File: src/design/cfwr_ram.sv
module cfwr_ram #(
    parameter int WIDTH = 32,
    parameter int DEPTH = 16,
    localparam int AW = (DEPTH > 1) ? $clog2(DEPTH) : 1
) (
    input  logic             clk,
    input  logic             we,
    input  logic [AW-1:0]    waddr,
    input  logic [WIDTH-1:0] wdata,
    input  logic [AW-1:0]    raddr,
    output logic [WIDTH-1:0] rdata
);

    logic [WIDTH-1:0] mem [DEPTH];

    always_ff @(posedge clk)
    begin
        if (we)
        begin
            mem[waddr] <= wdata;
        end
        rdata <= mem[raddr];
    end

endmodule

File: config.mk
export PLATFORM = sky130hd
export DESIGN_NAME = cfwr_ram
export DESIGN_NICKNAME = d
export VERILOG_FILES = /design/src/design/cfwr_ram.sv
export SDC_FILE = /design/constraint.sdc
export NUM_CORES = 1
export LEC_CHECK = 0
export BUFFER_PORTS_ARGS = -buffer_cell sky130_fd_sc_hd__buf_2
export CORE_MARGIN = 3
export CORE_UTILIZATION = 45
export CTS_CLUSTER_DIAMETER = 50
export DETAILED_ROUTE_END_ITERATION = 8
export SETUP_SLACK_MARGIN = 0.02
export SYNTH_ARGS = -nofsm -noshare
export SYNTH_HDL_FRONTEND = slang
export SYNTH_SLANG_ARGS = --single-unit
File: constraint.sdc
create_clock -name clk -period 3.9 [get_ports clk]
set_clock_uncertainty 0.15 [all_clocks]
set_input_delay 0.195 -clock clk [delete_from_list [all_inputs] [get_ports clk]]
set_output_delay 0.195 -clock clk [all_outputs]
set_load 0.005 [all_outputs]
==> results of run 1 <==
==> kinds of logic after synthesis <==
kind of cell	count (synthesis)	synth area share [%]
AOI/OAI and AO/OA	64	2.42
DFF	544	80.7
and+or+nand+nor	59	1.27
muxes	128	14.5
buffers and inverters	43	1.12
==> layer usage <==
layer	part of all wire [%]	vias up	wire length [um]	GRT usage, %
met3	5.9	57	2380	3.01
met5	0.017	-	7	0
met2	46	271	18700	26.7
met1	46	4872	18800	27.2
met4	1.8	2	728	4.53
li1	-	3880	-	-
==> worst register-to-register path, stage by stage, from the launching register on <==
cell and delay, ns:
edfxtp_1 0.38, mux4_2 0.49, a22oi_1 0.23, nand2_1 0.12
==> sequential cells by signal, summed over array words and instances, names as in the netlist <==
name and cells:
mem 512, rdata 32
==> cell usage after synthesis, drive strengths merged <==
master / number
buf: 26
dfxtp: 32
nand3: 1
nand3b: 2
nor3: 4
a22oi: 64
mux4: 128
nor2: 13
nand2b: 2
edfxtp: 512
nand2: 33
or3b: 1
nor2b: 2
clkbuf: 17
and2: 1
==> report_power, final <==
part           switching (uW)  internal [uW]
Combinational             324            255
Sequential               39.3           6540
Clock                    2100           3250
Total                    2470          10000
==> worst min path at each step <==
stage	start	end	slack (ns)	depth (start not counted)
6_report	raddr[2]	rdata[13]	0.09	4
4_1_cts	raddr[2]	rdata[13]	0.04	4
2_1_floorplan	wdata[0]	mem[0][0]	0.14	0
3_3_place_gp	wdata[20]	mem[6][20]	0.42	1
5_1_grt	raddr[2]	rdata[10]	0.10	4
3_5_place_dp	rdata[26]	rdata[26]	0.42	1
==> through the flow <==
| stage | util, % | std cells | hold WS (ns) |
|---|---|---|---|
| global placement | 48.7 | 1484 | 0.424 |
| detailed placement | 48.7 | 1484 | 0.424 |
| global route | 53.8 | 1619 | 0.104 |
| CTS | 53.8 | 1619 | 0.0433 |
| finish | 53.8 | 1619 | 0.0877 |
| floorplan | - | 838 | 0.144 |
==> layout by cell type, fill, tap and decap left out, types with 2 or more instances in the layout <==
| master | synthesis | final |
|---|---|---|
| clkbuf_16 | 0 | 57 |
| buf_2 | 4 | 71 |
| clkinvlp_4 | 0 | 2 |
| nor2b_4 | 0 | 2 |
| inv_6 | 0 | 3 |
| clkbuf_8 | 0 | 13 |
| bufinv_16 | 0 | 5 |
| nand3b_1 | 2 | 2 |
| nand2_1 | 33 | 33 |
| mux4_2 | 128 | 128 |
| clkbuf_1 | 17 | 18 |
| a22oi_1 | 64 | 64 |
| clkinv_2 | 0 | 5 |
| buf_4 | 11 | 29 |
| dlygate4sd3_1 | 0 | 32 |
| nand2b_1 | 2 | 2 |
| nor2_4 | 0 | 13 |
| edfxtp_1 | 512 | 512 |
| nor3_2 | 0 | 4 |
| dfxtp_1 | 32 | 32 |
| buf_12 | 0 | 2 |
==> what timing repair did <==
item                      CTS  global route
hold endpoints to repair  512             0
hold buffers               32             0
setup buffers               0             0
==> final cells by class <==
cell class                 count  area [um^2]
multi-input combinational    251         3750
clock inverter                16          220
fill                        3347        20000
clock buffer                  87         1660
tap                          585          732
sequential                   544        16000
timing repair buffer         136          958
==> key figures, run 1 <==
Detailed routing
  – Total Routed Length: 40700 um
  – Avg WL per Cell: 25.1 um
  – Vias per cell: 5.61
  – DR vias: between 9000 and 10000
  – Detailed Route Iter0 Violations: 839
  – Pre-Repair DR Iteration Count: 5
  – Drt drc: 0
  – Detail Route Antenna Nets: 0

Setup path
  – Worst path depth: 5
  – Delay-heaviest family, CP: buffers and inverters
  – R2R setup slack: 2.40 ns
  – Reg2reg start: mem[10][17]
  – CP required: 4.21 ns
  – Critical path class: in2reg
  – R2R cell count: 3
  – Worst-path cell chain: clkbuf_8 -> buf_4 -> mux4_2 -> a22oi_1 -> nand2_1
  – Startpoint types: input pin
  – CP endpoint: rdata[25]
  – Buf+Inv Stages, Crit Path: 2
  – Critical R2R Capture: rdata[17]
  – Worst Setup End Kind: register
  – Max FO, Critical Path: 50
  – Critical Path Source: raddr[0]
  – Arr. time, crit path: roughly 2.0 ns
  – Critical Path Slowest Stage Cell: mux4_2
  – CP peak stage delay: 0.54 ns

CTS
  – H-Tree Depth: 2
  – CTS Buffer Depth: 3
  – Clock sink count: 544
  – TritonCTS clock tree: done
  – CTS resizes: 0
  – Clk pin slew, worst setup/hold paths: 0.06 ns
  – Root Driver: clkbuf_16
  – Clk_lat worst skew: just under 0.6 ns
  – CTS buffer count: 55

Status
  – Status: completed

STA
  – Endpoints failing hold: 0
  – Setup TNS: 0 ns
  – Fmax: 0.583 GHz
  – Final worst path period share: 44.0%
  – Setup Viol. Count Final: 0
  – Slew Limit Fails: 0
  – Worst-margin pin slew: about 1.1 ns
  – Setup WS post-layout: 2.19 ns
  – Slew HR: 29.7%
  – Final min period: 1.71 ns
  – RSZ-0062 raised after global routing: false

Placed design
  – Placed Area: around 21000 um^2
  – Place WS: 1.50 ns
  – Final GP Congestion: between 0.6 and 0.7
  – Post-detail-place hpwl: 20900 um
  – Port Buffers: 73

Synthesis
  – Synth warn: 0
  – Syn Nets: 880
  – Avg Inst Size Synth: 23.7 um^2
  – Yosys top cell by area: edfxtp_1
  – Sequential area share after synthesis: between 80 and 90%
  – Post-Syn Area: 19900 um^2
  – Gate Count Post-Synth: between 800 and 900
  – Post-synth top area share: between 70 and 80%
  – Synthesis-stage register bit count: 544
  – Post-synth cell types: 18
  – Top post-synthesis cells by area: edfxtp_1 77%, mux4_2 15%, dfxtp_1 3.2%

Layout
  – Ratio of cells with drive above 1 in the final layout: 32.6%
  – Area Overhead vs Synth: 17.5%
  – ANT cells: 0
  – Fin area: 23300 um^2
  – Layout Nets: 1030

Floorplanning
  – Die Ht: ~220 um
  – Area of the die: 46700 um^2
  – Die width: 216 um
  – Area of the core: about 43000 um^2
  – Ports: 74
  – Initial core utilization: 45.8%
  – Row count: 76

Power and ir drop
  – Lkg Pwr: approximately 0.0075 uW
  – VDD IR max: 274 uV
  – Pwr per Cell Area: about 540 nW/um^2
  – Design Power: 12500 uW

Global route
  – Gr ovfl total: 0
  – Largest net degree at the start of global routing: 64
  – Total track usage: around 18%
  – Initial antenna violation count: 1
  – First-pass GRT wire length: 61000 um
  – Vias in the first global route: 9479

Worst hold path
  – Min-delay worst type: in2reg

Job
  – Max_cap viols: 0
(Power assumes the default switching activity.)
==> run 2: changes to the inputs <==
==> constraint.sdc (replaced) <==
create_clock -name clk -period 1.7 [get_ports clk]
set_clock_uncertainty 0.15 [all_clocks]
set_input_delay 0.085 -clock clk [delete_from_list [all_inputs] [get_ports clk]]
set_output_delay 0.085 -clock clk [all_outputs]
set_load 0.005 [all_outputs]
==> key figures, run 2 (synthesized netlist as in run 1, its figures left out) <==
Placed design
  – Placed Area: 21900 um^2 (was 21100 um^2)
  – Cell total after placement: 1515 (was 1484)
  – Final GP Congestion: 0.690 (was 0.683)
  – Place WS: -0.0557 ns (was 1.50 ns)
  – Port Buffers: 73 (unchanged)
  – Post-detail-place hpwl: 22300 um (was 20900 um)

STA
  – Setup WS post-layout: 0.0916 ns (was 2.19 ns)
  – Fmax: 0.622 GHz
  – Setup Viol. Count Final: 0 (unchanged)
  – Slew Limit Fails: 0 (unchanged)
  – Worst-margin pin slew: 0.465 ns (was 1.05 ns)
  – RSZ-0062 raised after global routing: false (unchanged)
  – Final min period: 1.61 ns
  – Final worst path period share: 94.6%
  – Slew HR: 69.0% (was 29.7%)
  – Endpoints failing hold: 0 (unchanged)

Layout
  – Fillers: 3297 (was 3347)
  – Most flop-heavy register: mem (unchanged)
  – Layout Nets: 1064 (was 1030)
  – Finished Core Util: 55.2% (was 53.8%)
  – Ratio of cells with drive above 1 in the final layout: 33.5% (was 32.6%)
  – Fin area: 23900 um^2 (was 23300 um^2)
  – Max reg flops: 512 (unchanged)
  – Commonest cells after routing, fill and taps aside: 512 x edfxtp_1, 128 x mux4_2, 71 x buf_2, 64 x a22oi_1, 55 x clkbuf_16 (was 512 x edfxtp_1, 128 x mux4_2, 71 x buf_2, 64 x a22oi_1, 57 x clkbuf_16)
  – Non-Filler Instances: 1654 (was 1619)
  – Biggest regs: mem: 512 flops, rdata: 32 flops (unchanged)
  – Area Overhead vs Synth: 20.6% (was 17.5%)
  – Commonest non-fill, non-tap cell in the layout: edfxtp_1 (unchanged)

Detailed routing
  – DR vias: 9197 (was 9082)
  – Avg WL per Cell: 25.5 um (was 25.1 um)
  – Total Routed Length: 42200 um (was 40700 um)
  – Drt drc: 0 (unchanged)
  – Pre-Repair DR Iteration Count: 4 (was 5)
  – Detail Route Antenna Nets: 0 (unchanged)
  – Vias per cell: 5.56 (was 5.61)
  – Detailed Route Iter0 Violations: 888 (was 839)

Global route
  – Vias in the first global route: 9828 (was 9479)
  – Gr ovfl total: 0 (unchanged)
  – First-pass GRT wire length: 63200 um (was 61000 um)
  – Initial antenna violation count: 1 (unchanged)
  – Largest net degree at the start of global routing: 36 (was 64)
  – Total track usage: 18.5% (was 17.7%)

Setup path
  – Delay-heaviest family, CP: buffers and inverters (unchanged)
  – Worst-path cell chain: dlygate4sd3_1 -> buf_2 -> or3b_4 -> nor3_4 -> buf_12 (was clkbuf_8 -> buf_4 -> mux4_2 -> a22oi_1 -> nand2_1)
  – Startpoint types: input pin (unchanged)
  – CP required: 1.83 ns (was 4.21 ns)
  – Critical Path Slowest Stage Cell: dlygate4sd3_1 (was mux4_2)
  – Max FO, Critical Path: 16 (was 50)
  – Buf+Inv Stages, Crit Path: 3 (was 2)
  – Arr. time, crit path: 1.74 ns (was 2.03 ns)
  – Critical path class: in2reg (unchanged)
  – CP peak stage delay: 0.53 ns (was 0.54 ns)
  – Worst Setup End Kind: register (unchanged)

Floorplanning
  – Area of the die: 46700 um^2 (unchanged)
  – Die width: 216 um (unchanged)
  – Row count: 76 (unchanged)
  – Ports: 74 (unchanged)
  – Initial core utilization: 45.8% (unchanged)
  – Die Ht: 216 um (unchanged)
  – Area of the core: 43400 um^2 (unchanged)

CTS
  – Clk_lat worst skew: 0.59 ns (was 0.58 ns)
  – CTS resizes: 0 (unchanged)
  – Clock sink count: 544 (unchanged)
  – Root Driver: clkbuf_16 (unchanged)
  – CTS Hold Buffers Added: 35 (was 32)
  – TritonCTS clock tree: done (unchanged)
  – H-Tree Depth: 2 (unchanged)
  – Setup bufs post-CTS: 0 (unchanged)
  – CTS Buffer Depth: 3 (unchanged)
  – CTS buffer count: 55 (unchanged)
  – Clk pin slew, worst setup/hold paths: 0.06 ns (about the same)

Job
  – Max_cap viols: 0 (unchanged)

Power and ir drop
  – Pwr per Cell Area: 1170 nW/um^2 (was 536 nW/um^2)
  – VDD IR max: 711 uV (was 274 uV)
  – Design Power: 28000 uW (was 12500 uW)
  – Lkg Pwr: 0.00777 uW (was 0.00755 uW)

Worst hold path
  – Min-delay worst type: in2reg (unchanged)

Status
  – Status: completed (unchanged)
-- run 2: cell types whose count changed in the layout (fill, tap and decap cells not counted), moves of 4 or more --
cell / previous run / this run
clkbuf_1: 18 / 25
buf_4: 29 / 21
nor3_2: 4 / 0
nor3_4: 0 / 4
buf_12: 2 / 41
clkbuf_8: 13 / 4
-- run 2: cell type report --
type | count | area, um^2 | share of cell area, %
clock inverters | 20 | 188 | 0.784
multi-input cells | 251 | 3780 | 15.8
clock buffers | 83 | 1510 | 6.31
diodes | 1 | 2.50 | 0.0105
flip-flops and latches | 544 | 16000 | 66.9
well taps | 585 | 732 | 3.06
repair buffers | 170 | 1710 | 7.14
-- run 2: routing by layer --
layer	routed length, um	vias up	share of wire (%)	GRT usage [%]
met2	20700	273	49	29.6
met1	18400	4925	44	26.9
met5	0	-	0	0
li1	-	3946	-	-
met4	705	0	1.7	4.20
met3	2440	53	5.8	3.42
-- run 2: worst register-to-register path, cell delays in order (launching register included) --
cell      delay [ns]
edfxtp_1        0.36
mux4_2          0.49
a22oi_1         0.24
nand2_1         0.17
-- run 2: worst paths after layout --
check                                start          to  slack, ns  depth (start not counted)
worst max-delay path              waddr[2]  mem[0][25]       0.09                          5
worst min-delay path              waddr[0]  mem[0][19]       0.04                          4
worst max register to register  mem[3][20]   rdata[20]       0.14                          3
worst min register to register  mem[12][9]    rdata[9]       0.52                          3
-- run 2: through the flow --
| step | hold slack, ns | setup TNS [ns] |
|---|---|---|
| 6_report | 0.0431 | 0 |
| 5_1_grt | 0.0315 | 0 |
| 4_1_cts | 0.0139 | 0 |
| 3_5_place_dp | 0.315 | -0.0627 |
| 3_3_place_gp | 0.310 | -0.0594 |
| 2_1_floorplan | 0.0339 | -43.28 |
-- run 2: report_power, final --
group | switching (uW) | total [uW] | internal (uW)
clock | 4790 | 11400 | 6600
sequential | 85.5 | 15100 | 15000
combinational | 789 | 1490 | 699
==> run 3: changes to the inputs <==
--- a/config.mk
+++ b/config.mk
@@ -6,7 +6,6 @@
 export NUM_CORES = 1
 export LEC_CHECK = 0
 export BUFFER_PORTS_ARGS = -buffer_cell sky130_fd_sc_hd__buf_2
-export CORE_MARGIN = 3
 export CORE_UTILIZATION = 45
 export CTS_CLUSTER_DIAMETER = 50
 export DETAILED_ROUTE_END_ITERATION = 8
==> key figures, run 3 (synthesized netlist as in run 1, its figures left out) <==
Setup path
  – Critical path class: in2reg (unchanged)
  – Worst Setup End Kind: register (unchanged)
  – R2R cell count: 3 (unchanged)
  – Reg2reg start: mem[0][4] (was mem[3][20])
  – Startpoint types: input pin (unchanged)
  – R2R setup slack: 0.19 ns (was 0.14 ns)
  – Max FO, Critical Path: 42 (was 16)
  – CP required: 2.00 ns (was 1.83 ns)
  – Critical R2R Capture: rdata[4] (was rdata[20])
  – Arr. time, crit path: 1.88 ns (was 1.74 ns)

Worst hold path
  – Worst Hold Path Cells: 4 (unchanged)
  – HP Start: waddr[2] (was waddr[0])
  – Min-delay worst type: in2reg (unchanged)
  – Hold Path Sink: mem[12][22] (was mem[0][19])

Layout
  – Fin area: 24000 um^2 (was 23900 um^2)
  – Layout Nets: 1072 (was 1064)
  – Commonest non-fill, non-tap cell in the layout: edfxtp_1 (unchanged)
  – Ratio of cells with drive above 1 in the final layout: 34.3% (was 33.5%)
  – ANT cells: 0 (was 1)
  – Non-Filler Instances: 1656 (was 1654)
  – Biggest regs: mem: 512 flops, rdata: 32 flops (unchanged)
  – Max reg flops: 512 (unchanged)
  – Most flop-heavy register: mem (unchanged)
  – Area Overhead vs Synth: 20.9% (was 20.6%)
  – Commonest cells after routing, fill and taps aside: 512 x edfxtp_1, 128 x mux4_2, 71 x buf_2, 64 x a22oi_1, 55 x clkbuf_16 (unchanged)

STA
  – Worst-margin pin slew: 0.546 ns (was 0.465 ns)
  – Slew Limit Fails: 0 (unchanged)
  – RSZ-0062 raised after global routing: false (unchanged)
  – Worst hold slack: 0.0389 ns (was 0.0431 ns)
  – Final min period: 1.58 ns (was 1.61 ns)
  – Setup Viol. Count Final: 0 (unchanged)
  – Endpoints failing hold: 0 (unchanged)
  – Fmax: 0.634 GHz (was 0.622 GHz)
  – Final worst path period share: 92.8% (was 94.6%)
  – Slew HR: 63.6% (was 69.0%)

Placed design
  – Post-detail-place hpwl: 22600 um (was 22300 um)
  – Placed Area: 21900 um^2 (about the same)
  – Port Buffers: 73 (unchanged)
  – Final GP Congestion: 0.684 (was 0.690)
  – Cell total after placement: 1525 (was 1515)

Floorplanning
  – Area of the die: 45000 um^2 (was 46700 um^2)
  – Die width: 212 um (was 216 um)
  – Ports: 74 (unchanged)
  – Area of the core: 43300 um^2 (was 43400 um^2)
  – Initial core utilization: 45.9% (was 45.8%)
  – Die Ht: 212 um (was 216 um)
  – Row count: 76 (unchanged)

Global route
  – Initial antenna violation count: 1 (unchanged)
  – Gr ovfl total: 0 (unchanged)
  – First-pass GRT wire length: 62900 um (was 63200 um)
  – Total track usage: 19.6% (was 18.5%)
  – Largest net degree at the start of global routing: 43 (was 36)
  – Vias in the first global route: 9725 (was 9828)

CTS
  – Clk_lat worst skew: 0.58 ns (was 0.59 ns)
  – TritonCTS clock tree: done (unchanged)
  – CTS buffer count: 54 (was 55)
  – Clk pin slew, worst setup/hold paths: 0.06 ns (about the same)
  – Clock sink count: 544 (unchanged)
  – Root Driver: clkbuf_16 (unchanged)
  – Setup bufs post-CTS: 0 (unchanged)
  – CTS Buffer Depth: 3 (unchanged)
  – CTS Hold Buffers Added: 34 (was 35)
  – H-Tree Depth: 2 (unchanged)
  – CTS resizes: 0 (unchanged)

Detailed routing
  – DR vias: 9201 (was 9197)
  – Total Routed Length: 42300 um (was 42200 um)
  – Detailed Route Iter0 Violations: 762 (was 888)
  – Pre-Repair DR Iteration Count: 7 (was 4)
  – Avg WL per Cell: 25.5 um (about the same)
  – Drt drc: 0 (unchanged)
  – Vias per cell: 5.56 (about the same)
  – Detail Route Antenna Nets: 0 (unchanged)

Power and ir drop
  – Pwr per Cell Area: 1180 nW/um^2 (was 1170 nW/um^2)
  – Lkg Pwr: 0.00782 uW (was 0.00777 uW)
  – VDD IR max: 722 uV (was 711 uV)

Status
  – Status: completed (unchanged)

Job
  – Max_cap viols: 0 (unchanged)
[run 3: cell types whose count changed in the layout (fill, tap and decap cells not counted), sizes merged]
cell / previous run / this run
buf: 134 / 144
bufinv: 3 / 6
clkbuf: 84 / 81
clkinv: 12 / 9
diode: 1 / 0
dlygate4sd3: 35 / 34
inv: 4 / 1
[run 3: critical path, cell delays in order]
cell and delay, ns:
dlygate4sd3_1 0.56, buf_6 0.18, buf_12 0.27, mux4_2 0.34, a22oi_1 0.31, nand2_1 0.10
[run 3: routing by layer]
| metal | GRT usage, % | share of wire [%] | routed length (um) | vias to the layer above |
|---|---|---|---|---|
| li1 | - | - | - | 3959 |
| met1 | 28.7 | 45 | 19000 | 4921 |
| met2 | 31.2 | 48 | 20200 | 267 |
| met3 | 2.94 | 5.4 | 2270 | 52 |
| met4 | 4.90 | 1.7 | 733 | 2 |
| met5 | 0 | 0.024 | 10 | - |
[run 3: layout make-up]
| class | count | area (um^2) |
|---|---|---|
| clock inverter | 17 | 236 |
| multi-input combinational | 251 | 3780 |
| timing repair buffer | 179 | 1720 |
| fill | 3234 | 19300 |
| clock buffer | 80 | 1520 |
| tap | 585 | 732 |
| sequential | 544 | 16000 |
[run 3: through the flow]
stage | setup WS, ns | total power (uW) | util, % | setup TNS, ns
2_1_floorplan | -0.225 | 16100 | - | -43.28
5_1_grt | 0.0881 | 29200 | 55.5 | 0
3_5_place_dp | -0.0667 | 16800 | 50.6 | -0.108
6_report | 0.122 | 28400 | 55.5 | 0
3_3_place_gp | -0.0642 | 16800 | 50.6 | -0.0958
4_1_cts | 0.167 | 28600 | 55.5 | 0
[run 3: worst max path at each step]
stage	slack [ns]	startpoint	end
6_report	0.12	raddr[1]	rdata[4]
5_1_grt	0.09	raddr[1]	rdata[5]
4_1_cts	0.17	raddr[1]	rdata[4]
3_5_place_dp	-0.07	raddr[0]	rdata[4]
3_3_place_gp	-0.06	raddr[0]	rdata[4]
2_1_floorplan	-0.22	waddr[2]	mem[1][0]
[run 3: where the power goes]
part	switching (uW)	internal [uW]
sequential	96.2	15000
clock	4730	7060
combinational	788	705
