File: src/design/cfwr_pkg.sv
package cfwr_pkg;

    localparam int DEPTH_DEF      = 16;
    localparam int DATA_WIDTH_DEF = 32;

    localparam int KIND_W  = 2;
    localparam int VALUE_W = 32;
    localparam int OCC_W   = 5;

    localparam logic [KIND_W-1:0] KIND_PUSH    = 2'd0;
    localparam logic [KIND_W-1:0] KIND_POP     = 2'd1;
    localparam logic [KIND_W-1:0] KIND_REVERSE = 2'd2;

    typedef struct packed {
        logic               ok;
        logic [VALUE_W-1:0] pop_value;
        logic [OCC_W-1:0]   occupancy;
    } cfwr_res_t;

endpackage

File: src/design/cfwr_idx_unit.sv
module cfwr_idx_unit #(
    parameter int DEPTH = 16,
    localparam int AW = (DEPTH > 1) ? $clog2(DEPTH) : 1
) (
    input  logic [AW-1:0] idx,
    input  logic          dec,
    output logic [AW-1:0] result
);

    localparam logic [AW-1:0] LAST = AW'(DEPTH - 1);

    always_comb
    begin
        if (dec)
        begin
            result = (idx == '0) ? LAST : idx - AW'(1);
        end
        else
        begin
            result = (idx == LAST) ? '0 : idx + AW'(1);
        end
    end

endmodule

File: src/design/cfwr_ctrl.sv
module cfwr_ctrl
    import cfwr_pkg::*;
#(
    parameter int DEPTH      = DEPTH_DEF,
    parameter int DATA_WIDTH = DATA_WIDTH_DEF,
    localparam int AW = (DEPTH > 1) ? $clog2(DEPTH) : 1,
    localparam int CW = $clog2(DEPTH + 1)
) (
    input  logic                  clk,
    input  logic                  rst_n,
    input  logic                  start,
    input  logic [KIND_W-1:0]     kind,
    input  logic [VALUE_W-1:0]    push_value,
    output logic                  idle,
    output logic                  res_valid,
    output cfwr_res_t             res,
    input  logic                  res_take,
    output logic                  mem_we,
    output logic [AW-1:0]         mem_waddr,
    output logic [DATA_WIDTH-1:0] mem_wdata,
    output logic [AW-1:0]         mem_raddr,
    input  logic [DATA_WIDTH-1:0] mem_rdata
);

    typedef enum logic [2:0] {
        ST_IDLE,
        ST_POP_RD,
        ST_REV_INIT,
        ST_RD_LO,
        ST_RD_HI,
        ST_WR_LO,
        ST_WR_HI,
        ST_DONE
    } state_t;

    state_t                state_reg, state_next;
    logic [AW-1:0]         head_reg, head_next;
    logic [AW-1:0]         tail_reg, tail_next;
    logic [CW-1:0]         count_reg, count_next;
    logic [AW-1:0]         lo_reg, lo_next;
    logic [AW-1:0]         hi_reg, hi_next;
    logic [CW-1:0]         swaps_reg, swaps_next;
    logic [DATA_WIDTH-1:0] tmp_reg, tmp_next;
    logic                  ok_reg, ok_next;
    logic [VALUE_W-1:0]    pop_reg, pop_next;

    logic [AW-1:0] unit_idx;
    logic          unit_dec;
    logic [AW-1:0] unit_result;

    cfwr_idx_unit #(.DEPTH(DEPTH)) u_idx (
        .idx    (unit_idx),
        .dec    (unit_dec),
        .result (unit_result)
    );

    always_comb
    begin
        state_next = state_reg;
        head_next  = head_reg;
        tail_next  = tail_reg;
        count_next = count_reg;
        lo_next    = lo_reg;
        hi_next    = hi_reg;
        swaps_next = swaps_reg;
        tmp_next   = tmp_reg;
        ok_next    = ok_reg;
        pop_next   = pop_reg;
        unit_idx   = head_reg;
        unit_dec   = 1'b0;
        mem_we     = 1'b0;
        mem_waddr  = tail_reg;
        mem_wdata  = DATA_WIDTH'(push_value);
        mem_raddr  = head_reg;

        unique case (state_reg)
            ST_IDLE:
            begin
                if (start)
                begin
                    ok_next  = 1'b0;
                    pop_next = '0;
                    case (kind)
                        KIND_PUSH:
                        begin
                            unit_idx   = tail_reg;
                            state_next = ST_DONE;
                            if (count_reg < CW'(DEPTH))
                            begin
                                mem_we     = 1'b1;
                                tail_next  = unit_result;
                                count_next = count_reg + CW'(1);
                                ok_next    = 1'b1;
                            end
                        end
                        KIND_POP:
                        begin
                            state_next = (count_reg != '0) ? ST_POP_RD : ST_DONE;
                        end
                        KIND_REVERSE:
                        begin
                            ok_next    = 1'b1;
                            swaps_next = count_reg >> 1;
                            state_next = ST_REV_INIT;
                        end
                        default:
                        begin
                            state_next = ST_DONE;
                        end
                    endcase
                end
            end
            ST_POP_RD:
            begin
                pop_next   = VALUE_W'(mem_rdata);
                ok_next    = 1'b1;
                head_next  = unit_result;
                count_next = count_reg - CW'(1);
                state_next = ST_DONE;
            end
            ST_REV_INIT:
            begin
                unit_idx   = tail_reg;
                unit_dec   = 1'b1;
                hi_next    = unit_result;
                lo_next    = head_reg;
                state_next = (swaps_reg == '0) ? ST_DONE : ST_RD_LO;
            end
            ST_RD_LO:
            begin
                mem_raddr  = lo_reg;
                state_next = ST_RD_HI;
            end
            ST_RD_HI:
            begin
                mem_raddr  = hi_reg;
                tmp_next   = mem_rdata;
                state_next = ST_WR_LO;
            end
            ST_WR_LO:
            begin
                mem_we     = 1'b1;
                mem_waddr  = lo_reg;
                mem_wdata  = mem_rdata;
                unit_idx   = lo_reg;
                lo_next    = unit_result;
                state_next = ST_WR_HI;
            end
            ST_WR_HI:
            begin
                mem_we     = 1'b1;
                mem_waddr  = hi_reg;
                mem_wdata  = tmp_reg;
                unit_idx   = hi_reg;
                unit_dec   = 1'b1;
                hi_next    = unit_result;
                swaps_next = swaps_reg - CW'(1);
                state_next = (swaps_reg == CW'(1)) ? ST_DONE : ST_RD_LO;
            end
            ST_DONE:
            begin
                if (res_take)
                begin
                    state_next = ST_IDLE;
                end
            end
            default:
            begin
                state_next = ST_IDLE;
            end
        endcase
    end

    always_ff @(posedge clk or negedge rst_n)
    begin
        if (!rst_n)
        begin
            state_reg <= ST_IDLE;
            head_reg  <= '0;
            tail_reg  <= '0;
            count_reg <= '0;
            lo_reg    <= '0;
            hi_reg    <= '0;
            swaps_reg <= '0;
            tmp_reg   <= '0;
            ok_reg    <= 1'b0;
            pop_reg   <= '0;
        end
        else
        begin
            state_reg <= state_next;
            head_reg  <= head_next;
            tail_reg  <= tail_next;
            count_reg <= count_next;
            lo_reg    <= lo_next;
            hi_reg    <= hi_next;
            swaps_reg <= swaps_next;
            tmp_reg   <= tmp_next;
            ok_reg    <= ok_next;
            pop_reg   <= pop_next;
        end
    end

    assign idle          = (state_reg == ST_IDLE);
    assign res_valid     = (state_reg == ST_DONE);
    assign res.ok        = ok_reg;
    assign res.pop_value = pop_reg;
    assign res.occupancy = OCC_W'(count_reg);

`ifndef SYNTHESIS
    a_count_bound: assert property (@(posedge clk) disable iff (!rst_n)
        count_reg <= CW'(DEPTH))
        else $error("entry count exceeds depth");

    a_ptr_meet: assert property (@(posedge clk) disable iff (!rst_n)
        (state_reg == ST_IDLE && (count_reg == '0 || count_reg == CW'(DEPTH)))
            |-> head_reg == tail_reg)
        else $error("head and tail disagree at empty or full");

    a_swap_distinct: assert property (@(posedge clk) disable iff (!rst_n)
        state_reg == ST_WR_LO |-> lo_reg != hi_reg)
        else $error("swap of a slot with itself");

    a_result_hold: assert property (@(posedge clk) disable iff (!rst_n)
        (state_reg == ST_DONE && !res_take)
            |=> state_reg == ST_DONE && $stable(ok_reg) && $stable(pop_reg))
        else $error("pending result changed before transfer");
`endif

endmodule

File: config.mk
export PLATFORM = sky130hd
export DESIGN_NAME = cfwr_ctrl
export DESIGN_NICKNAME = d
export VERILOG_FILES = /design/src/design/cfwr_pkg.sv /design/src/design/cfwr_idx_unit.sv /design/src/design/cfwr_ctrl.sv
export SDC_FILE = /design/constraint.sdc
export NUM_CORES = 1
export LEC_CHECK = 0
export ABC_AREA = 1
export BUFFER_PORTS_ARGS = -buffer_cell sky130_fd_sc_hd__buf_2
export CORE_MARGIN = 3
export CORE_UTILIZATION = 52
export DETAILED_ROUTE_END_ITERATION = 12
export PLACE_DENSITY_LB_ADDON = 0.1
export SLEW_MARGIN = 20
export SYNTH_ARGS = -nofsm -noshare
export SYNTH_HDL_FRONTEND = slang
export SYNTH_HIERARCHICAL = 1
export SYNTH_SLANG_ARGS = --single-unit
export TNS_END_PERCENT = 10
File: constraint.sdc
create_clock -name clk -period 2.7 [get_ports clk]
set_input_delay 0 -clock clk [delete_from_list [all_inputs] [get_ports clk]]
set_output_delay 0 -clock clk [all_outputs]
set_load 0.05 [all_outputs]
==> reports/summary.md, run 1 <==
From synthesis to final layout, the design area changed by 28.7%. Of the post-synthesis cell area, the dominant cell type holds 46.9%. The number of port buffers was 150; the synthesized instance count was 633. The floorplan step defined a die boundary enclosing 10900 um^2. In the final design database the tool counted 894 nets. Number of buffers and inverters on the critical path: 1. After clock tree synthesis, the clock-pin slew on the worst setup and hold paths is 80 ps.

Summing the areas of all compound-gate instances in the mapped netlist gives 20.0% of the synthesized area. The filler cells instantiated in the layout total 790. The flow ran to the end, and the final reports show no timing, DRC or antenna violations. After detailed routing, the number of remaining DRC violations is 0. The library cell used as clock root buffer is sky130_fd_sc_hd__clkbuf_8. For the utilization after layout, the log shows 69.3%. The predominant post-synthesis flop cell was sky130_fd_sc_hd__dfrtp_1. The tools report the sink count of the clock tree as 94. Vertical die dimension: 104 um. The clock latency reported for the late side of the worst-skew pair was 350 ps. STA classifies the critical path endpoint as a flip-flop. The simple-gate area share of the yosys netlist works out to 19.2%.

Sum of overflow across all layers after global routing: 0. The clock period could shrink to 2570 ps. The standard cell with the maximum stage delay on the critical path was sky130_fd_sc_hd__dfrtp_2. For the yosys synthesis warning count, the log shows 6. Once the floorplan was initialized, standard cells occupied 53.8% of the core. The logs give 0 for the number of slew-limit violations in the final report and 25.9% for the total global-route track usage. The cell with the most instances on the worst path was sky130_fd_sc_hd__a21oi_1. The share of post-route cells with drive strength above 1 came out at 25.1%. Cell family with the largest share of critical-path delay: compound AO/OA/AOI/OAI gates. Number of top-level design ports: 151. The synthesized area per cell works out to 7.93 um^2. The multi-input combinational cells in the finished layout cover a total of 2160 um^2. The number of cells on the worst hold path was 4; the max capacitance violation total was 0. The repair_antennas step left the layout with diodes totalling 0. The count of flip-flops with a built-in enable after synthesis works out to 0. In this run the cell area of the synthesized design comes to 5020 um^2.

The critical path goes through nor2_4 > nand2_2 > nor2_4 > inv_1 > o21ai_2 > a21oi_1 > o21ai_1 > ha_1 > nand3_1 > a21oi_1 > a21oi_1 > o21ai_0 > o21ai_0. Summing all placed instances gives a cell area of 5870 um^2. The worst stage delay on the critical path was 480 ps. Yosys mapped the design onto 33 distinct sky130hd cell types.

The cell count of the worst reg-to-reg path is 13. The met3 track demand over resource is 3.79%, and the routed length per instance is 14.7 um. For the core area, the log shows 9330 um^2. The via count of the first global-routing pass was 4935; the count of vias placed by the detailed router was 4888. The initial DRC count came out at 257. Summing all non-filler instances in the final layout gives an area of 6460 um^2. Summed over all failing endpoints, the final setup total negative slack is 0 ps. Overall die width: 104 um.

Summing the areas of all xor and xnor instances in the mapped netlist gives 1.05% of the synthesized area. When the netlist entered floorplanning its net count stood at 713. The detailed-routing iteration count for the pre-antenna-repair pass was 5. Met2 routing resource usage after global routing: 44.6%. After synthesis, the share of flip-flops with an asynchronous set or reset is 100%. Global routing consumed, on the met1 layer, 34.0% of the routing resources. For the worst setup path, the data required time is 2930 ps. Of the synthesized area, sequential elements account for 46.9%. HPWL after detailed placement: 9.68 mm. The arrival time of the worst setup path was 2800 ps. The layer flagged by global routing as most heavily used is met2. TritonCTS built the clock tree.

In the routed layout, each cell is associated on average with a via count of 5.16. The count of nets left with antenna violations once routing finished came out at 0. The tools report the final hold violation count as 0. The final weighted congestion of routability-driven global placement is 0.920. By startpoint and endpoint, the worst setup path is classified as reg -> reg. The sequential cells in the finished layout cover a total of 2360 um^2.

For the pin with the worst max-slew slack, the measured transition is 646 ps. The maximum fanout encountered on the critical timing path was 6; the post-synthesis mux area share was 0%. The tools report the number of antenna violations at the first check in global routing as 0.

The dominant combinational cell family by area after synthesis was compound AO/OA/AOI/OAI gates. Counting along the longest clock path gives a buffer depth of 2. The floorplan has 35 rows.

STA classifies the critical path startpoint as a flip-flop. The run gives 56.9% as the normalized max-slew margin. Derived from the worst setup path, the maximum achievable clock frequency is 389 MHz. The number of clock buffers added by TritonCTS is 9. In this run the worst hold path is classified as in -> reg.

Yosys attributes the largest share of cell area to sky130_fd_sc_hd__dfrtp_1 47%, sky130_fd_sc_hd__nand2_1 14%, sky130_fd_sc_hd__o21ai_0 10%. The logs give 23.3 mm for the global-route wire length before repair and 13.9 mm for the total length of routed wires. The number of cells on the critical path was 13; the maximum level of the CTS H-tree was 3. The largest net degree at the start of global routing was 49; the maximum clock skew at final layout was 14.2 ps. The final critical path takes up 95.3% of the cycle.

Summed over all instances, the cell type with the most area after synthesis is sky130_fd_sc_hd__dfrtp_1. Flop and latch count out of synthesis: 94. Setup violations remaining at the end of the flow were counted as 0. Summing the areas of all fa, ha and maj instances in the mapped netlist gives 2.49% of the synthesized area.
-- cell usage after synthesis (4+ instances only) --
cell / count
sky130_fd_sc_hd__buf_6: 6
sky130_fd_sc_hd__o21ai_0: 103
sky130_fd_sc_hd__nand3_1: 14
sky130_fd_sc_hd__inv_1: 86
sky130_fd_sc_hd__nand2_1: 191
sky130_fd_sc_hd__nor2_1: 10
sky130_fd_sc_hd__o22ai_1: 4
sky130_fd_sc_hd__nand4_1: 4
sky130_fd_sc_hd__xor2_1: 5
sky130_fd_sc_hd__o21bai_1: 6
sky130_fd_sc_hd__o211ai_1: 35
sky130_fd_sc_hd__dfrtp_1: 94
sky130_fd_sc_hd__o221ai_1: 4
sky130_fd_sc_hd__buf_4: 4
sky130_fd_sc_hd__clkbuf_1: 12
sky130_fd_sc_hd__nor2_4: 4
sky130_fd_sc_hd__inv_2: 6
sky130_fd_sc_hd__a21oi_1: 11
sky130_fd_sc_hd__ha_1: 10
sky130_fd_sc_hd__buf_2: 6
-- cells by family after synthesis --
group	after synthesis
AOI/OAI and AO/OA	170
DFF	94
and+or+nand+nor	232
buffers and inverters	121
xor gates and xnor gates	6
adders and majority gates	10
-- worst reg2reg max path, stage by stage (launching register included) --
cell                      delay (ps)
sky130_fd_sc_hd__dfrtp_2         480
sky130_fd_sc_hd__nor2_4          180
sky130_fd_sc_hd__nand2_2         140
sky130_fd_sc_hd__nor2_4          150
sky130_fd_sc_hd__inv_1           100
sky130_fd_sc_hd__o21ai_2         220
sky130_fd_sc_hd__a21oi_1         110
sky130_fd_sc_hd__o21ai_1         180
sky130_fd_sc_hd__ha_1            260
sky130_fd_sc_hd__nand3_1         110
sky130_fd_sc_hd__a21oi_1         150
sky130_fd_sc_hd__a21oi_1          90
sky130_fd_sc_hd__o21ai_0         190
sky130_fd_sc_hd__o21ai_0         110
-- routing by layer --
metal  vias to the layer above  wire length (um)  share of wire [%]
li1                       2414                 -                  -
met1                      2306              6010                 43
met2                       148              6980                 50
met3                        20               721                5.2
met4                         0               210                1.5
met5                         -                 0                  0
-- stage by stage --
| stage | hold WS, ps | setup slack (ps) | instances |
|---|---|---|---|
| final | 121 | 127 | 947 |
| after global routing | 139 | -50.5 | 947 |
| after floorplan | -296 | 275 | 633 |
| after CTS | 105 | 57.5 | 946 |
| after detailed placement | 59.2 | 74.0 | 897 |
| after global placement | 49.1 | 239 | 897 |
-- final timing paths --
check / from / end / slack, ps
setup / recovery: state_reg[1] / lo_reg[0] / 130
hold / removal: start / ok_reg / 120
setup reg to reg: state_reg[1] / lo_reg[0] / 130
hold reg to reg: pop_reg[22] / pop_reg[22] / 490
max in group asynchronous: rst_n / tmp_reg[6] / 1800
min in group asynchronous: rst_n / count_reg[4] / 200
-- timing repair --
action / CTS / global route
endpoints found under the setup margin: 0 / 13
hold buffers: 34 / 0
hold endpoints to repair: 111 / 0
gates resized for setup: 0 / 10
buffers inserted: 0 / 1
-- placed cells by master, fill, tap and decap left out, types with 6 or more instances in the layout --
master                          synthesis  routed
sky130_fd_sc_hd__nand2_1              191     190
sky130_fd_sc_hd__buf_2                  6     149
sky130_fd_sc_hd__o21ai_0              103     100
sky130_fd_sc_hd__dfrtp_1               94      91
sky130_fd_sc_hd__inv_1                 86      85
sky130_fd_sc_hd__o211ai_1              35      35
sky130_fd_sc_hd__dlygate4sd3_1          0      34
sky130_fd_sc_hd__nand3_1               14      14
sky130_fd_sc_hd__buf_4                  4      14
sky130_fd_sc_hd__a21oi_1               11      11
sky130_fd_sc_hd__nor2_1                10      10
sky130_fd_sc_hd__ha_1                  10      10
sky130_fd_sc_hd__clkbuf_8               0      10
sky130_fd_sc_hd__inv_2                  6       6
sky130_fd_sc_hd__o21bai_1               6       6
-- final cells by class --
cell class              count  area share (%)
flip-flops and latches     94            36.5
multi-input cells         418            33.5
repair buffers            198            18.7
inverters                  93            5.50
well taps                 129            2.50
clock buffers              12            2.25
clock inverters             3            1.06
Power of run 1 is left out: the tool's default activity adds up to more than one toggle a clock period on the data nets, which glitch-free logic cannot reach.
==> run 2: changes to the inputs <==
--- a/config.mk
+++ b/config.mk
@@ -6,12 +6,13 @@
 export NUM_CORES = 1
 export LEC_CHECK = 0
 export ABC_AREA = 1
-export BUFFER_PORTS_ARGS = -buffer_cell sky130_fd_sc_hd__buf_2
 export CORE_MARGIN = 3
-export CORE_UTILIZATION = 52
+export CORE_UTILIZATION = 55
 export DETAILED_ROUTE_END_ITERATION = 12
+export DONT_BUFFER_PORTS = 1
 export PLACE_DENSITY_LB_ADDON = 0.1
-export SLEW_MARGIN = 20
+export SETUP_SLACK_MARGIN = 0.5
+export SLEW_MARGIN = 25
 export SYNTH_ARGS = -nofsm -noshare
 export SYNTH_HDL_FRONTEND = slang
 export SYNTH_HIERARCHICAL = 1
==> reports/summary.md, run 2 (synthesis gave the netlist of run 1 again) <==
Number of port buffers: 0 (-100%). The site row count is 34 (-2.9%). The origin of the worst min-delay path was kind[1]. The library cell used as clock root buffer is sky130_fd_sc_hd__clkbuf_8.

The clock transition time at the flip-flop clock pins of the worst setup and hold paths was 100 ps (+20 ps); the final critical path time including I/O delays and setup was 2290 ps (-282 ps). The arrival time of the worst setup path is 2520 ps (-280 ps), and the sink count of the clock tree is 94 (unchanged). The maximum fanout encountered on the critical timing path works out to 5 (-1). Share of post-route cells with drive strength above 1: 20.4% (-4.7 points). The logs give 436 MHz (+12%) for the fmax and 0 (unchanged) for the sum of overflow across all layers after global routing.

The met2 routing resource usage after global routing was 44.8% (+0.20 points); the ratio of final minimum period to clock period was 84.9% (-10 points). The library cells used most frequently in the layout, excluding fill and tap cells, are 182 x sky130_fd_sc_hd__nand2_1, 91 x sky130_fd_sc_hd__dfrtp_1, 85 x sky130_fd_sc_hd__o21ai_0. The logs give 12.7 ps (-1.49 ps) for the maximum clock skew at final layout and 0 ps (unchanged) for the setup TNS.

The HPWL after detailed placement was 8.97 mm (-7.3%); the vertical die dimension was 102 um (-2.6%). TritonCTS built the clock tree. Number of nets in the layout: 807 (-9.7%).

The tools report the startpoint type of the worst setup path as a flip-flop. The count of nets left with antenna violations after detail routing was 0 (unchanged); the number of slew-limit violations in the final report was 0 (unchanged). The run finished with clean final reports. The total setup violations reported at the end of the flow is 0 (unchanged), and the core area is 8810 um^2 (-5.6%).

The fill cell instance count of the final layout is 652 (-17%), and the synthesis-to-layout area growth is 27.0%. The area of the die was 10300 um^2 (-5.1%); the max capacitance violation total was 0 (unchanged). The run gives 5 (unchanged) as the detailed-routing iteration count for the pre-antenna-repair pass. Required time at the endpoint of the critical path: 2930 ps (about the same).

The total DRC errors in the routed layout is 0 (unchanged). The number of cells on the worst hold path was 3 (-1). Final hold violation count: 0 (unchanged). For the buffer levels on the longest clock path, the log shows 2 (unchanged). Type of the worst setup path: reg -> reg.

The via count of the first global-routing pass is 4639 (-6.0%), and the initial standard-cell utilization of the core is 57.0% (+3.2 points). Overall die width: 102 um (-2.6%). The worst register-to-register path ends at lo_reg[0].

The tools report the endpoint class of the critical path as a flip-flop. The maximum level of the CTS H-tree was 3 (unchanged); the largest net degree at the start of global routing was 95 (+94%). Most frequent standard cell in the layout excluding fill and tap cells: sky130_fd_sc_hd__nand2_1. The worst-margin pin slew was 698 ps (+52.7 ps); the cell count of the worst reg-to-reg path was 14 (+1).

The logs give 839 (-11%) for the final non-filler cell total and 9 (unchanged) for the number of buffers inserted during clock tree synthesis. Initial DRC count: 289 (+12%). In this run the worst hold path is classified as in -> reg. The normalized max-slew margin is 53.4% (-3.5 points), and the count of vias placed by the detailed router is 4736 (-3.1%). The met1 layer usage reported by global route is 38.0% (+3.9 points). Beginning of the worst register-to-register path: state_reg[0].

The routed length per instance is 17.2 um (+17%), and the total length of routed wires is 14.4 mm (+3.5%). Setup repair after global routing could not meet its margin everywhere. The run gives 23.1 mm (-0.80%) as the global-route wire length before repair. The number of top-level design ports was 151 (unchanged); the final weighted congestion of routability-driven global placement was 1.06 (+15%).

Number of antenna violations at the first check in global routing: 0 (unchanged). For the met3 track demand over resource, the log shows 7.58% (+3.8 points). The most used routing layer is met2.

The via density per instance was 5.64 (+9.4%); the clock latency reported for the late side of the worst-skew pair was 360 ps (about the same). For the total global-route track usage, the log shows 28.3% (+2.4 points). The worst hold path terminates at ok_reg.

The count of antenna diodes in the layout was 0 (unchanged). The flop-to-flop setup slack was 410 ps (+280 ps). The total placed cells including tap cells came out at 762 (-15%).
[run 2: cell types whose count changed in the layout (fill, tap and decap cells not counted), moves of 5 or more]
cell	before	now
sky130_fd_sc_hd__a21oi_2	0	5
sky130_fd_sc_hd__buf_4	14	71
sky130_fd_sc_hd__inv_1	85	80
sky130_fd_sc_hd__a21oi_1	11	6
sky130_fd_sc_hd__nand2_2	3	8
sky130_fd_sc_hd__nand2_1	190	182
sky130_fd_sc_hd__o21ai_0	100	85
sky130_fd_sc_hd__buf_2	149	0
sky130_fd_sc_hd__o21ai_1	4	13
[run 2: critical path, cell delays in order, from the launching register on]
cell and delay, ps:
sky130_fd_sc_hd__dfrtp_2 470, sky130_fd_sc_hd__inv_4 110, sky130_fd_sc_hd__buf_12 110, sky130_fd_sc_hd__nand2_4 70
sky130_fd_sc_hd__nor2_4 100, sky130_fd_sc_hd__inv_2 70, sky130_fd_sc_hd__o21ai_4 210, sky130_fd_sc_hd__a21oi_2 110
sky130_fd_sc_hd__o21ai_4 120, sky130_fd_sc_hd__ha_4 180, sky130_fd_sc_hd__nand3_2 100, sky130_fd_sc_hd__a21oi_2 190
sky130_fd_sc_hd__a21oi_2 60, sky130_fd_sc_hd__o21ai_0 160, sky130_fd_sc_hd__o21ai_0 110
[run 2: area by class of cell]
type / count / area, um^2 / area share, %
Clock inverter: 6 / 92.6 / 1.45
Clock buffer: 9 / 124 / 1.94
Tap cell: 108 / 135 / 2.12
Sequential cell: 94 / 2360 / 37.0
Inverter: 93 / 357 / 5.59
Timing Repair Buffer: 111 / 973 / 15.3
Multi-Input combinational cell: 418 / 2340 / 36.7
[run 2: metal layers]
| metal | up-vias | share of wire (%) | wire length, um |
|---|---|---|---|
| met3 | 42 | 8.5 | 1230 |
| met5 | - | 0 | 0 |
| li1 | 2235 | - | - |
| met4 | 0 | 2.6 | 377 |
| met2 | 234 | 48 | 6850 |
| met1 | 2225 | 41 | 5960 |
[run 2: metrics by stage]
| stage | hold slack (ps) | setup slack (ps) | cell area, um^2 | util [%] |
|---|---|---|---|---|
| floorplan | -296 | 504 | 5060 | - |
| global placement | -294 | 331 | 5390 | 61.2 |
| detailed placement | -294 | 228 | 5390 | 61.2 |
| CTS | 25.3 | 501 | 6260 | 71.1 |
| global route | 56.7 | 305 | 6370 | 72.4 |
| finish | 39.4 | 409 | 6370 | 72.4 |
[run 2: how the worst max path moves through the flow]
stage            startpoint  cells after the start          end
5_1_grt        state_reg[0]                     13  head_reg[1]
6_report       state_reg[0]                     14    lo_reg[0]
3_5_place_dp   state_reg[0]                     13    lo_reg[3]
3_3_place_gp   state_reg[0]                     14    lo_reg[3]
2_1_floorplan  state_reg[2]                     16    lo_reg[3]
4_1_cts        state_reg[0]                     16    hi_reg[3]
[run 2: what timing repair did]
action                                  CTS  global route
hold endpoints to repair                161             0
gates resized for setup                  29            26
endpoints found under the setup margin   48            69
pin swaps                                13            13
hold buffers                             36             0
buffers inserted                         23             3
Power of run 2 is left out for the same reason.
